`src/sv/rwwq_pkg.sv`:
```
// ----------------------------------------------------------------------------
// rwwq_pkg
// Shared types and codes for the reader/writer wait queue unit.
// ----------------------------------------------------------------------------
package rwwq_pkg;

	localparam int unsigned DEF_QUEUE_DEPTH = 16;
	localparam int unsigned DEF_ID_BITS     = 8;
	localparam int unsigned ID_PORT_W       = 8;

	typedef enum logic [1:0] {
		OP_ADD     = 2'd0,
		OP_REL_ALL = 2'd1,
		OP_REL_SEL = 2'd2,
		OP_NONE    = 2'd3
	} op_t;

	typedef enum logic [1:0] {
		ST_OK    = 2'd0,
		ST_FULL  = 2'd1,
		ST_EMPTY = 2'd2
	} status_t;

	typedef enum logic [2:0] {
		S_IDLE,
		S_ADD,
		S_EMPTY,
		S_FETCH,
		S_EVAL
	} state_t;

	typedef struct packed {
		logic capture;
		logic walk_start;
		logic do_add;
		logic do_empty;
		logic fetch;
		logic eval;
	} cmd_t;

	typedef struct packed {
		logic cnt_zero;
		logic out_free;
		logic emit_needed;
		logic walk_end;
	} sts_t;

endpackage

```
`src/sv/reader_writer_wait_queue_unit.sv`:
```
// ----------------------------------------------------------------------------
// reader_writer_wait_queue_unit
// Ordered queue of lock waiters with add, release-all and release-by-type.
// ----------------------------------------------------------------------------
// Requests enter on req_valid/req_stall with operation, waiter_id and
// wants_write; results leave on res_valid/res_stall, one per released waiter
// or a single status result, with last_of_run on the final one of a request.
// The sequencer takes one request at a time: req_stall stays high until the
// current request is finished, its last result loaded into the result
// register and, for a release, the walk over the queue done.
// Add and release on an empty queue go to S_ADD or S_EMPTY, which loads the
// status result once the result register is free and then returns to idle.
// Release walks the circular entry memory with a fetch and an evaluate step
// per entry (single read port, registered read data): release-all walks all
// N waiters, the walk ends when the head writer is popped, and a reader
// release walks all N entries, writers being written back compacted.
// Operation code three is taken and dropped with no result.
// A stalled result holds in the result register; the walk waits only when a
// new result is due while it is still occupied.
// Reset empties the queue and clears the result register; entry contents are
// left as they are.
// ----------------------------------------------------------------------------
module reader_writer_wait_queue_unit
	import rwwq_pkg::*;
#(
	parameter int unsigned QUEUE_DEPTH = DEF_QUEUE_DEPTH,
	parameter int unsigned ID_BITS     = DEF_ID_BITS
)(
	input  logic                 clk,
	input  logic                 arst_n,
	input  logic                 req_valid,
	output logic                 req_stall,
	input  logic [1:0]           operation,
	input  logic [ID_PORT_W-1:0] waiter_id,
	input  logic                 wants_write,
	output logic                 res_valid,
	input  logic                 res_stall,
	output logic [ID_PORT_W-1:0] released_id,
	output logic                 released_valid,
	output logic                 released_write,
	output logic [1:0]           status,
	output logic                 last_of_run
);

	cmd_t cmd;
	sts_t sts;

	rwwq_ctrl u_ctrl (
		.clk       (clk),
		.arst_n    (arst_n),
		.req_valid (req_valid),
		.operation (operation),
		.req_stall (req_stall),
		.sts       (sts),
		.cmd       (cmd)
	);

	rwwq_dp #(
		.QUEUE_DEPTH (QUEUE_DEPTH),
		.ID_BITS     (ID_BITS)
	) u_dp (
		.clk            (clk),
		.arst_n         (arst_n),
		.operation      (operation),
		.waiter_id      (waiter_id),
		.wants_write    (wants_write),
		.cmd            (cmd),
		.sts            (sts),
		.res_valid      (res_valid),
		.res_stall      (res_stall),
		.released_id    (released_id),
		.released_valid (released_valid),
		.released_write (released_write),
		.status         (status),
		.last_of_run    (last_of_run)
	);

endmodule

```
`src/sv/rwwq_ctrl.sv`:
```
// ----------------------------------------------------------------------------
// rwwq_ctrl
// Sequencer for the wait queue: takes a request, then runs the add, the
// empty-release result or the fetch/evaluate walk over the queue.
// ----------------------------------------------------------------------------
module rwwq_ctrl
	import rwwq_pkg::*;
(
	input  logic       clk,
	input  logic       arst_n,
	input  logic       req_valid,
	input  logic [1:0] operation,
	output logic       req_stall,
	input  sts_t       sts,
	output cmd_t       cmd
);

	state_t state_q;
	state_t state_nx;
	op_t    op_in;

	assign op_in = op_t'(operation);

	always_ff @(posedge clk or negedge arst_n) begin
		if (!arst_n) begin
			state_q <= S_IDLE;
		end else begin
			state_q <= state_nx;
		end
	end

	always_comb begin
		state_nx = state_q;
		unique case (state_q)
			S_IDLE: begin
				if (req_valid) begin
					unique case (op_in) inside
						OP_ADD:                 state_nx = S_ADD;
						OP_REL_ALL, OP_REL_SEL: state_nx = sts.cnt_zero ? S_EMPTY : S_FETCH;
						default:                state_nx = S_IDLE;
					endcase
				end
			end
			S_ADD: begin
				if (sts.out_free) state_nx = S_IDLE;
			end
			S_EMPTY: begin
				if (sts.out_free) state_nx = S_IDLE;
			end
			S_FETCH: state_nx = S_EVAL;
			S_EVAL: begin
				if (!sts.emit_needed || sts.out_free) begin
					state_nx = sts.walk_end ? S_IDLE : S_FETCH;
				end
			end
			default: state_nx = S_IDLE;
		endcase
	end

	always_comb begin
		cmd       = '0;
		req_stall = 1'b1;
		unique case (state_q)
			S_IDLE: begin
				req_stall      = 1'b0;
				cmd.capture    = req_valid;
				cmd.walk_start = req_valid && !sts.cnt_zero &&
				                 (op_in == OP_REL_ALL || op_in == OP_REL_SEL);
			end
			S_ADD:   cmd.do_add   = sts.out_free;
			S_EMPTY: cmd.do_empty = sts.out_free;
			S_FETCH: cmd.fetch    = 1'b1;
			S_EVAL:  cmd.eval     = !sts.emit_needed || sts.out_free;
			default: req_stall    = 1'b1;
		endcase
	end

endmodule

```
`src/sv/rwwq_dp.sv`:
```
// ----------------------------------------------------------------------------
// rwwq_dp
// Datapath of the wait queue: circular entry memory, head/tail pointers,
// occupancy and reader counts, walk registers and the result register.
// ----------------------------------------------------------------------------
module rwwq_dp
	import rwwq_pkg::*;
#(
	parameter int unsigned QUEUE_DEPTH = DEF_QUEUE_DEPTH,
	parameter int unsigned ID_BITS     = DEF_ID_BITS
)(
	input  logic                 clk,
	input  logic                 arst_n,
	input  logic [1:0]           operation,
	input  logic [ID_PORT_W-1:0] waiter_id,
	input  logic                 wants_write,
	input  cmd_t                 cmd,
	output sts_t                 sts,
	output logic                 res_valid,
	input  logic                 res_stall,
	output logic [ID_PORT_W-1:0] released_id,
	output logic                 released_valid,
	output logic                 released_write,
	output logic [1:0]           status,
	output logic                 last_of_run
);

	localparam int unsigned STORE_W = (ID_BITS < ID_PORT_W) ? ID_BITS : ID_PORT_W;
	localparam int unsigned ENT_W   = STORE_W + 1;
	localparam int unsigned PTR_W   = (QUEUE_DEPTH > 1) ? $clog2(QUEUE_DEPTH) : 1;
	localparam int unsigned CNT_W   = $clog2(QUEUE_DEPTH + 1);

	function automatic logic [PTR_W-1:0] ptr_inc(input logic [PTR_W-1:0] p);
		if (p == PTR_W'(QUEUE_DEPTH - 1)) begin
			ptr_inc = '0;
		end else begin
			ptr_inc = p + 1'b1;
		end
	endfunction

	logic [ENT_W-1:0]   mem_q [QUEUE_DEPTH];
	logic [ENT_W-1:0]   rd_data_q;
	logic               mem_we;
	logic [PTR_W-1:0]   mem_waddr;
	logic [ENT_W-1:0]   mem_wdata;

	op_t                op_q;
	logic [STORE_W-1:0] id_q;
	logic               wr_q;

	logic [PTR_W-1:0]   head_q;
	logic [PTR_W-1:0]   tail_q;
	logic [CNT_W-1:0]   count_q;
	logic [CNT_W-1:0]   readers_q;

	logic [PTR_W-1:0]   rp_q;
	logic [PTR_W-1:0]   wp_q;
	logic [CNT_W-1:0]   idx_q;
	logic [CNT_W-1:0]   kept_q;
	logic [CNT_W-1:0]   seen_q;

	logic               out_valid_q;
	logic [STORE_W-1:0] out_id_q;
	logic               out_rel_q;
	logic               out_wr_q;
	status_t            out_status_q;
	logic               out_last_q;

	logic               full;
	logic               out_free;
	logic               d_wr;
	logic [STORE_W-1:0] d_id;
	logic               first_ent;
	logic               last_ent;
	logic               pop;
	logic               emit;
	logic               walk_end;
	logic               keep;
	logic               emit_last;

	assign full      = (count_q == CNT_W'(QUEUE_DEPTH));
	assign out_free  = !out_valid_q || !res_stall;
	assign d_wr      = rd_data_q[STORE_W];
	assign d_id      = rd_data_q[STORE_W-1:0];
	assign first_ent = (idx_q == CNT_W'(1));
	assign last_ent  = (idx_q == count_q);
	assign pop       = (op_q == OP_REL_SEL) && first_ent && d_wr;
	assign emit      = (op_q == OP_REL_ALL) || pop || !d_wr;
	assign walk_end  = pop || last_ent;
	assign keep      = !emit;

	always_comb begin
		if (op_q == OP_REL_ALL) begin
			emit_last = last_ent;
		end else if (pop) begin
			emit_last = 1'b1;
		end else begin
			emit_last = ((seen_q + CNT_W'(1)) == readers_q);
		end
	end

	assign sts.cnt_zero    = (count_q == '0);
	assign sts.out_free    = out_free;
	assign sts.emit_needed = emit;
	assign sts.walk_end    = walk_end;

	always_comb begin
		mem_we    = 1'b0;
		mem_waddr = tail_q;
		mem_wdata = {wr_q, id_q};
		if (cmd.do_add && !full) begin
			mem_we = 1'b1;
		end else if (cmd.eval && keep) begin
			mem_we    = 1'b1;
			mem_waddr = wp_q;
			mem_wdata = rd_data_q;
		end
	end

	always_ff @(posedge clk) begin
		if (mem_we) mem_q[mem_waddr] <= mem_wdata;
		if (cmd.fetch) rd_data_q <= mem_q[rp_q];
	end

	always_ff @(posedge clk) begin
		if (cmd.capture) begin
			op_q <= op_t'(operation);
			id_q <= waiter_id[STORE_W-1:0];
			wr_q <= wants_write;
		end
		if (cmd.walk_start) begin
			rp_q   <= head_q;
			wp_q   <= head_q;
			idx_q  <= '0;
			kept_q <= '0;
			seen_q <= '0;
		end else if (cmd.fetch) begin
			rp_q  <= ptr_inc(rp_q);
			idx_q <= idx_q + 1'b1;
		end else if (cmd.eval) begin
			if (keep) begin
				wp_q   <= ptr_inc(wp_q);
				kept_q <= kept_q + 1'b1;
			end else if (!d_wr) begin
				seen_q <= seen_q + 1'b1;
			end
		end
	end

	always_ff @(posedge clk or negedge arst_n) begin
		if (!arst_n) begin
			head_q    <= '0;
			tail_q    <= '0;
			count_q   <= '0;
			readers_q <= '0;
		end else if (cmd.do_add && !full) begin
			tail_q  <= ptr_inc(tail_q);
			count_q <= count_q + 1'b1;
			if (!wr_q) readers_q <= readers_q + 1'b1;
		end else if (cmd.eval && walk_end) begin
			if (op_q == OP_REL_ALL) begin
				tail_q    <= head_q;
				count_q   <= '0;
				readers_q <= '0;
			end else if (pop) begin
				head_q  <= ptr_inc(head_q);
				count_q <= count_q - 1'b1;
			end else begin
				tail_q    <= keep ? ptr_inc(wp_q) : wp_q;
				count_q   <= keep ? kept_q + 1'b1 : kept_q;
				readers_q <= '0;
			end
		end
	end

	always_ff @(posedge clk or negedge arst_n) begin
		if (!arst_n) begin
			out_valid_q <= 1'b0;
		end else if (cmd.do_add || cmd.do_empty || (cmd.eval && emit)) begin
			out_valid_q <= 1'b1;
		end else if (!res_stall) begin
			out_valid_q <= 1'b0;
		end
	end

	always_ff @(posedge clk) begin
		if (cmd.do_add || cmd.do_empty) begin
			out_id_q     <= '0;
			out_rel_q    <= 1'b0;
			out_wr_q     <= 1'b0;
			out_last_q   <= 1'b1;
			out_status_q <= cmd.do_empty ? ST_EMPTY : (full ? ST_FULL : ST_OK);
		end else if (cmd.eval && emit) begin
			out_id_q     <= d_id;
			out_rel_q    <= 1'b1;
			out_wr_q     <= d_wr;
			out_last_q   <= emit_last;
			out_status_q <= ST_OK;
		end
	end

	assign res_valid      = out_valid_q;
	assign released_id    = ID_PORT_W'(out_id_q);
	assign released_valid = out_rel_q;
	assign released_write = out_wr_q;
	assign status         = out_status_q;
	assign last_of_run    = out_last_q;

endmodule

```
`config.mk`:
```
export PLATFORM = sky130hd
export DESIGN_NAME = reader_writer_wait_queue_unit
export DESIGN_NICKNAME = d
export VERILOG_FILES = /design/src/sv/rwwq_pkg.sv /design/src/sv/reader_writer_wait_queue_unit.sv /design/src/sv/rwwq_ctrl.sv /design/src/sv/rwwq_dp.sv
export SDC_FILE = /design/constraint.sdc
export NUM_CORES = 1
export LEC_CHECK = 0
export BUFFER_PORTS_ARGS = -buffer_cell sky130_fd_sc_hd__buf_4
export CORE_MARGIN = 2
export CORE_UTILIZATION = 40
export CTS_CLUSTER_DIAMETER = 80
export CTS_CLUSTER_SIZE = 24
export DETAILED_ROUTE_END_ITERATION = 6
export SYNTH_ARGS = -nofsm -noshare
export SYNTH_HDL_FRONTEND = slang
export SYNTH_HIERARCHICAL = 1
export SYNTH_SLANG_ARGS = --single-unit
export TNS_END_PERCENT = 10
```
`constraint.sdc`:
```
create_clock -name clk -period 7 [get_ports clk]
set_input_delay 0.35 -clock clk [delete_from_list [all_inputs] [get_ports clk]]
set_output_delay 0.35 -clock clk [all_outputs]
set_load 0.01 [all_outputs]
```
==> results.tsv, run 1 <==
metric	value	unit
Clock Skew	24.2	ps
CTS Buf Count	13	
nets	696	
Worst-path clk slew	90	ps
Final min period	4120	ps
clock root cell	clkbuf_16	
commonest non-fill, non-tap cell in the layout	edfxtp_1	
met3 WL post-DR	2000	um
Seq/Total Area, Yosys	64.7	%
first-pass GRT wire length	34800	um
fin crit share	58.9	%
syn_area_per_cell	14.9	um2
Worst setup EP type	flip-flop	
post-route setup TNS	0	ps
Overall Global Routing Usage	17.9	%
Critical Path Source Type	flip-flop	
cell area power density	333	nW/um2
Die Wd	160	um
M1 WL	10000	um
Max Cap Viol	0	
initial cell density of the core	40.4	%
synthesized flop and latch total	222	
Iter 0 DRT Violations	543	
Lkg Pwr	0.00354	uW
Worst slew margin	26.0	%
met2 wire len	10300	um
IO buf count	29	
Max Fanout on Critical Path	13	
Antenna diodes	0	
CTS tree	done	
synthesis warning total	6	
H-tree depth	1	
drt total wl	22600	um
# IOs	30	
fin. max-slew vios	0	
IR drop worst, VDD	156	uV
HP Class	input pin to flip-flop	
largest net degree at the start of global routing	41	
worst skew pair latency	490	ps
cts repair resizes	0	
std cell rows	57	
hold-fix buffers at CTS	1	
area grow syn2layout	9.02	%
Vias/cell	5.75	
Top Metal Used	met4	
fmax	0.243	GHz
asr flop ratio synth	9.91	%
Worst-Margin Slew	1110	ps
DRC Markers	0	
Die Area	25600	um2
WS Path Type	flip-flop to flip-flop	
Final Hold Vio Count	0	
RSZ-0062 raised after global routing	no	
share of layout cells above drive strength 1	17.9	%
antenna violations before repair	0	
setup violators final	0	
Congestion Overflow GR	0	
Arr. time, crit path	4230	ps
Chip Height	160	um
drt first pass iters	5	
outcome	finished clean	
vias in the first global route	5644	
GP Congestion	0.856	
dpl cell area	10200	um2
post-route cell area	10600	um2
Synth cell types	64	
per-cell routed wire length	22.7	um
post-DP HPWL	15400	um
Post-Syn Nets	681	
core area	24100	um2
Num Clock Sinks	222	
deepest clock path buffer count	3	
Top FF cell, synth	edfxtp_1	
CP Data Required Time	7110	ps
Routed Antenna Nets	0	
Hold Slack	34.5	ps
Post CTS Setup Buffer Count	0	
Post-Syn Area	9730	um2
Gate Count Post-Synth	653	
highest-count cells in the layout ignoring fill and taps	174 x edfxtp_1, 45 x mux4_2, 42 x nand2_1	
number of synthesized flops with an enable pin	174	
vias	5743	
==> path summary, 6_finish.rpt <==
kind / start / to / slack, ps / cells after the start
max: u_dp/idx_q[1] / u_dp/mem_q[3][0] / 2880 / 10
min: waiter_id[4] / u_dp/id_q[4] / 30 / 1
max reg2reg: u_dp/idx_q[1] / u_dp/mem_q[3][0] / 2880 / 10
min reg2reg: u_dp/released_id[2] / u_dp/released_id[2] / 460 / 2
max in group asynchronous: arst_n / u_dp/head_q[0] / 6410 / 2
min in group asynchronous: arst_n / u_dp/readers_q[4] / 320 / 2
==> sequential cells by signal, indices dropped and copies added (netlist names), 8 cells and up <==
signal / count
u_dp/rd_data_q: 9
u_dp/mem_q: 144
u_dp/released_id: 8
u_dp/id_q: 8
==> critical path, cell delays in order, from the launching register on <==
cell and delay (ps):
dfxtp_1 420, inv_1 70, ha_1 200, nand2b_1 360
o211ai_4 200, a21oi_1 770, nand2_1 240, nor3_2 250
buf_4 270, nand3b_1 170, o22ai_1 800
==> cells by family after synthesis <==
| family | after synthesis | synth area share (%) |
|---|---|---|
| muxes | 63 | 12.4 |
| xor gates and xnor gates | 31 | 2.79 |
| AOI/OAI and AO/OA | 108 | 7.46 |
| and+or+nand+nor | 163 | 8.57 |
| buffers and inverters | 53 | 2.42 |
| adders and majority gates | 13 | 1.67 |
| DFF | 222 | 64.7 |
==> synthesized netlist by cell type, types with 14 or more instances <==
cell / instances / area, um2
a21oi_1: 22 / 110
xor2_1: 14 / 123
mux4_2: 45 / 1010
xnor2_1: 17 / 149
clkbuf_1: 15 / 56.3
o21ai_0: 21 / 105
o22ai_1: 18 / 113
dfxtp_1: 26 / 521
nor2_1: 39 / 146
inv_1: 20 / 75.1
nand2_1: 42 / 158
nand3_1: 14 / 70.1
dfrtp_1: 22 / 551
edfxtp_1: 174 / 5230
==> per-stage QoR <==
step | util (%) | cells | total power, uW | setup slack, ps
2_1_floorplan | - | 653 | 2450 | 3820
3_3_place_gp | 42.4 | 976 | 2760 | 3150
6_report | 44.0 | 999 | 3540 | 2880
5_1_grt | 44.0 | 999 | 3700 | 2450
4_1_cts | 44.0 | 999 | 3550 | 2860
3_5_place_dp | 42.4 | 976 | 2780 | 2900
==> area by class of cell <==
class / instances / area [um2]
fillers: 2150 / 13500
inverters: 20 / 75.1
flip-flops and latches: 222 / 6300
clock buffers: 18 / 344
repair buffers: 33 / 250
multi-input cells: 378 / 3210
clock inverters: 4 / 33.8
well taps: 324 / 405
==> power breakdown <==
part	switching, uW	leakage, uW	internal [uW]
clock network	418	0.000179	355
logic	579	0.00130	389
registers	163	0.00207	1630
total	1160	0.00354	2380
==> metal layers <==
metal  global-route usage, %  vias up
li1                        -     2565
met1                    26.3     2886
met2                    28.0      266
met3                    3.32       26
met4                    3.93        0
met5                       0        -
No activity file was read; power rests on OpenSTA's default activity.
==> run 2, diff against run 1 <==
ABC_AREA = 1   (was not set)
clock period = 3.7 ns   (was 7 ns; I/O delays follow)
==> results.tsv, run 2 <==
metric	value	unit
outcome	finished clean	
drt total wl	24800	um
WS Path Type	flip-flop to flip-flop	
HP Class	input pin to asynchronous set/reset pin	
GP Congestion	0.865	
biggest regs	u_dp/mem_q (144), u_dp/rd_data_q (9)	
worst skew pair latency	500	ps
Post-Syn Area	10100	um2
fin crit share	89.8	%
nets	1073	
setup violators final	0	
asr flop ratio synth	9.91	%
max reg flops	144	
post-DP HPWL	16800	um
antenna violations before repair	0	
Congestion Overflow GR	0	
Yosys top cell area share	52.0	%
Top FF cell, synth	edfxtp_1	
H-tree depth	1	
M1 WL	11000	um
vias	7277	
highest-count cells in the layout ignoring fill and taps	174 x edfxtp_1, 169 x nand2_1, 164 x nor2_1	
total power	7620	uW
CP max stage delay	420	ps
Arr. time, crit path	3510	ps
met3 WL post-DR	1700	um
per-cell routed wire length	18.0	um
Die Area	26400	um2
deepest clock path buffer count	3	
Vias/cell	5.26	
Worst setup EP type	flip-flop	
CTS tree	done	
Final min period	3320	ps
first-pass GRT wire length	38200	um
CP Data Required Time	3890	ps
Worst slew margin	50.7	%
met2 wire len	11500	um
Top Metal Used	met4	
fmax	0.301	GHz
final worst slack	378	ps
Num Clock Sinks	222	
Final Hold Vio Count	0	
Gate Count Post-Synth	994	
# IOs	30	
drt first pass iters	7	
cell chain of the critical path	inv_1 > ha_1 > nand2_1 > nor2_2 > nand2_4 > nand3_4 > inv_1 > nor2_1 > nor3_1 > buf_4 > nand4_4 > nor2_8 > nand2_1 > o21ai_0 > nand2_2 > nor2_1 > buf_4	
most frequent cells after synthesis	174 x edfxtp_1, 169 x nand2_1, 164 x nor2_1	
number of synthesized flops with an enable pin	174	
Worst-path clk slew	100	ps
commonest non-fill, non-tap cell in the layout	edfxtp_1	
FF-to-FF setup slack	380	ps
initial cell density of the core	40.4	%
Chip Height	163	um
core area	24900	um2
largest net degree at the start of global routing	76	
area grow syn2layout	12.6	%
clock root cell	clkbuf_16	
RSZ-0062 raised after global routing	no	
CTS Buf Count	14	
largest area contributor in the netlist	edfxtp_1	
fin. max-slew vios	0	
post-route setup TNS	0	ps
cell with the most instances after synthesis	edfxtp_1	
Hold Slack	121	ps
Iter 0 DRT Violations	775	
cts repair resizes	0	
ranking of synthesized cells by area	edfxtp_1 52%, nand2_1 6.3%, nor2_1 6.1%, o21ai_0 6.0%, dfrtp_1 5.5%	
Critical Path Source Type	flip-flop	
Synth cell types	41	
Post-Syn Nets	1022	
IR drop worst, VDD	288	uV
IO buf count	29	
Crit-path slowest cell	dfxtp_1	
Die Wd	163	um
Biggest register	u_dp/mem_q	
share of layout cells above drive strength 1	11.5	%
DRC Markers	0	
Max Cap Viol	0	
Antenna diodes	0	
synthesized flop and latch total	222	
Overall Global Routing Usage	18.8	%
Routed Antenna Nets	0	
std cell rows	58	
pre-CTS setup slack	427	ps
Post CTS Setup Buffer Count	0	
Lkg Pwr	0.00437	uW
vias in the first global route	6844	
Max Fanout on Critical Path	17	
Worst-Margin Slew	739	ps
syn_area_per_cell	10.1	um2
Clock Skew	37.5	ps
cell area power density	673	nW/um2
synthesis warning total	6	
Seq/Total Area, Yosys	62.6	%
run 2: cell count changes after synthesis, sizes merged, moves of 12 or more:
cell	delta
nand3	+43
xnor2	-12
o21ai	+101
nand2	+141
mux4	-45
nor2	+132
inv	+49
run 2: metrics by stage:
step	cells	util, %	cell area [um2]
after floorplan	994	-	10100
after global placement	1346	43.2	10700
after detailed placement	1346	43.2	10700
after CTS	1383	45.5	11300
after global routing	1383	45.5	11300
final	1383	45.5	11300
run 2: timing repair:
action / 4_1_cts / 5_1_grt
hold buffers: 13 / 0
setup endpoints to repair: 0 / 0
hold endpoints to repair: 34 / 0
run 2: logic make-up (layout without fill, tap and decap cells):
group                    count (synthesis)  after routing  synth area share, %
AO/OA/AOI/OAI                          190            190                 10.3
XOR/XNOR                                21             21                 1.83
adder cells (fa/ha/maj)                 13             13                 1.62
buffers and inverters                  114            173                 4.79
flip-flops                             222            222                 62.6
multiplexers                             1              1               0.0996
AND/OR/NAND/NOR                        433            433                 18.7
run 2: critical path: cells and delay by family (launching register included):
kind / cells / cell delay (ps)
fa+ha+maj: 1 / 190
buf+inv: 4 / 590
flops: 1 / 420
simple gates: 11 / 1690
compound gates: 1 / 130
run 2: final cells by class:
class                   count  area, um2
inverters                  73        279
repair buffers             76        603
flip-flops and latches    222       6300
fillers                  2302      13600
clock buffers              20        394
multi-input cells         658       3280
clock inverters             4       56.3
well taps                 330        413
run 2: routing by layer:
metal | vias to the layer above | GRT usage [%]
li1 | 3506 | -
met1 | 3483 | 26.1
met2 | 243 | 30.8
met3 | 45 | 2.78
met4 | 0 | 5.39
met5 | - | 0
run 2: worst paths after layout:
check / depth (start not counted) / from / end
max in group asynchronous: 2 / arst_n / u_ctrl/state_q[2]
worst max register to register: 17 / u_dp/idx_q[1] / u_dp/mem_q[10][5]
worst min register to register: 2 / u_dp/released_valid / u_dp/released_valid
worst min-delay path: 2 / arst_n / u_dp/readers_q[4]
min in group clk: 3 / req_valid / u_dp/op_q[0]
worst max-delay path: 17 / u_dp/idx_q[1] / u_dp/mem_q[10][5]
run 2: power breakdown:
| group | internal, uW | switching [uW] |
|---|---|---|
| sequential | 3150 | 287 |
| clock | 778 | 847 |
| combinational | 818 | 1740 |
==> run 3, diff against run 2 <==
CAP_MARGIN = 20   (was not set)
PLACE_DENSITY_LB_ADDON = 0.05   (was not set)
==> results.tsv, run 3 (synthesis gave the netlist of run 2 again) <==
metric	value	unit
outcome	finished clean	
Chip Height	163	um
commonest non-fill, non-tap cell in the layout	edfxtp_1	
CTS tree	done	
Die Wd	163	um
nets	1075	
H-tree depth	1	
initial cell density of the core	40.4	%
post-route setup TNS	0	ps
RSZ-0062 raised after global routing	no	
CP most frequent cell	nand2_1	
drt first pass iters	5	
Worst-path clk slew	90	ps
Final Hold Vio Count	0	
DRC Markers	0	
core area	24900	um2
cts repair resizes	0	
Final min period	3190	ps
CP max stage delay	410	ps
fin. max-slew vios	0	
Worst-Margin Slew	931	ps
GR Util met1	33.0	%
met2 Track Usage GR	30.3	%
CTS Buf Count	14	
antenna violations before repair	2	
Clock Skew	19.0	ps
drt total wl	26800	um
Lkg Pwr	0.00438	uW
Final Core Density	45.6	%
Max Cap Viol	0	
CP Data Required Time	3890	ps
# IOs	30	
cell chain of the critical path	inv_1 > ha_1 > nand2_1 > nor2_2 > nand2_4 > nand3_4 > inv_1 > nor2_1 > nor3_1 > buf_4 > nand4_4 > nor2_8 > nand2_1 > o21ai_0 > nand2_1 > nor2_1 > buf_4	
Critical Path Source Type	flip-flop	
Routed Antenna Nets	0	
post-DP HPWL	18000	um
IO buf count	29	
setup violators final	0	
Vias/cell	5.19	
Worst setup EP type	flip-flop	
Worst slew margin	37.7	%
Post CTS Setup Buffer Count	0	
Num Clock Sinks	222	
fmax	0.313	GHz
vias	7166	
biggest regs	u_dp/mem_q (144), u_dp/rd_data_q (9)	
GP Congestion	0.803	
area grow syn2layout	12.8	%
max reg flops	144	
cell area power density	683	nW/um2
std cell rows	58	
deepest clock path buffer count	3	
IR drop worst, VDD	338	uV
HP Class	input pin to asynchronous set/reset pin	
Biggest register	u_dp/mem_q	
Congestion Overflow GR	0	
met3 usage	2.22	%
largest net degree at the start of global routing	76	
first-pass GRT wire length	41100	um
Most Crowded Layer GR	met1	
Max Fanout on Critical Path	17	
share of layout cells above drive strength 1	11.7	%
Iter 0 DRT Violations	695	
Antenna diodes	0	
per-cell routed wire length	19.4	um
worst skew pair latency	490	ps
Crit-path slowest cell	dfxtp_1	
Die Area	26400	um2
highest-count cells in the layout ignoring fill and taps	174 x edfxtp_1, 169 x nand2_1, 164 x nor2_1	
Arr. time, crit path	3380	ps
Overall Global Routing Usage	20.5	%
WS Path Type	flip-flop to flip-flop	
vias in the first global route	6866	
fin crit share	86.3	%
clock root cell	clkbuf_16	
run 3: critical path, delay by kind of cell (launching register included):
family / cells / cell delay (ps)
buffers and inverters: 4 / 570
flip-flops: 1 / 410
AND/OR/NAND/NOR: 11 / 1550
adder cells (fa/ha/maj): 1 / 180
AO/OA/AOI/OAI: 1 / 140
run 3: layout make-up:
class | count | area [um2]
Clock buffer | 16 | 379
Tap cell | 330 | 413
Inverter | 73 | 279
Sequential cell | 222 | 6300
Clock inverter | 5 | 75.1
Fill cell | 2378 | 13600
Timing Repair Buffer | 78 | 618
Multi-Input combinational cell | 658 | 3280
run 3: worst paths after layout:
check	from	endpoint	slack, ps	cells after the start
min	arst_n	u_dp/head_q[3]	140	2
min reg2reg	u_dp/released_valid	u_dp/released_valid	480	2
min in group clk	req_valid	u_ctrl/state_q[0]	200	7
max in group asynchronous	arst_n	u_dp/readers_q[2]	3310	2
max reg2reg	u_dp/idx_q[1]	u_dp/mem_q[0][7]	510	17
max	u_dp/idx_q[1]	u_dp/mem_q[0][7]	510	17
run 3: timing repair:
| action | 4_1_cts | 5_1_grt |
|---|---|---|
| hold buffers | 13 | 0 |
| setup endpoints to repair | 0 | 0 |
| hold endpoints to repair | 34 | 0 |
run 3: power by group:
part	total (uW)	leakage (uW)	internal, uW	switching [uW]
combinational	2620	0.00211	823	1800
sequential	3430	0.00206	3160	278
clock	1690	0.000220	830	860
run 3: stage by stage:
stage                     total power [uW]  hold WS (ps)  setup WS, ps  instance area, um2  instances
final                                 7750           140           508               11300       1382
after global placement                6120           120           608               10800       1348
after floorplan                       5140          -111           405               10100        994
after detailed placement              6100           121           530               10800       1348
after global routing                  8240           147           183               11300       1382
after CTS                             7810           133           496               11300       1382
run 3: per-layer routing:
| metal | up-vias | part of all wire [%] |
|---|---|---|
| met3 | 17 | 5.9 |
| li1 | 3514 | - |
| met2 | 195 | 42 |
| met1 | 3440 | 51 |
| met5 | - | 0 |
| met4 | 0 | 0.89 |
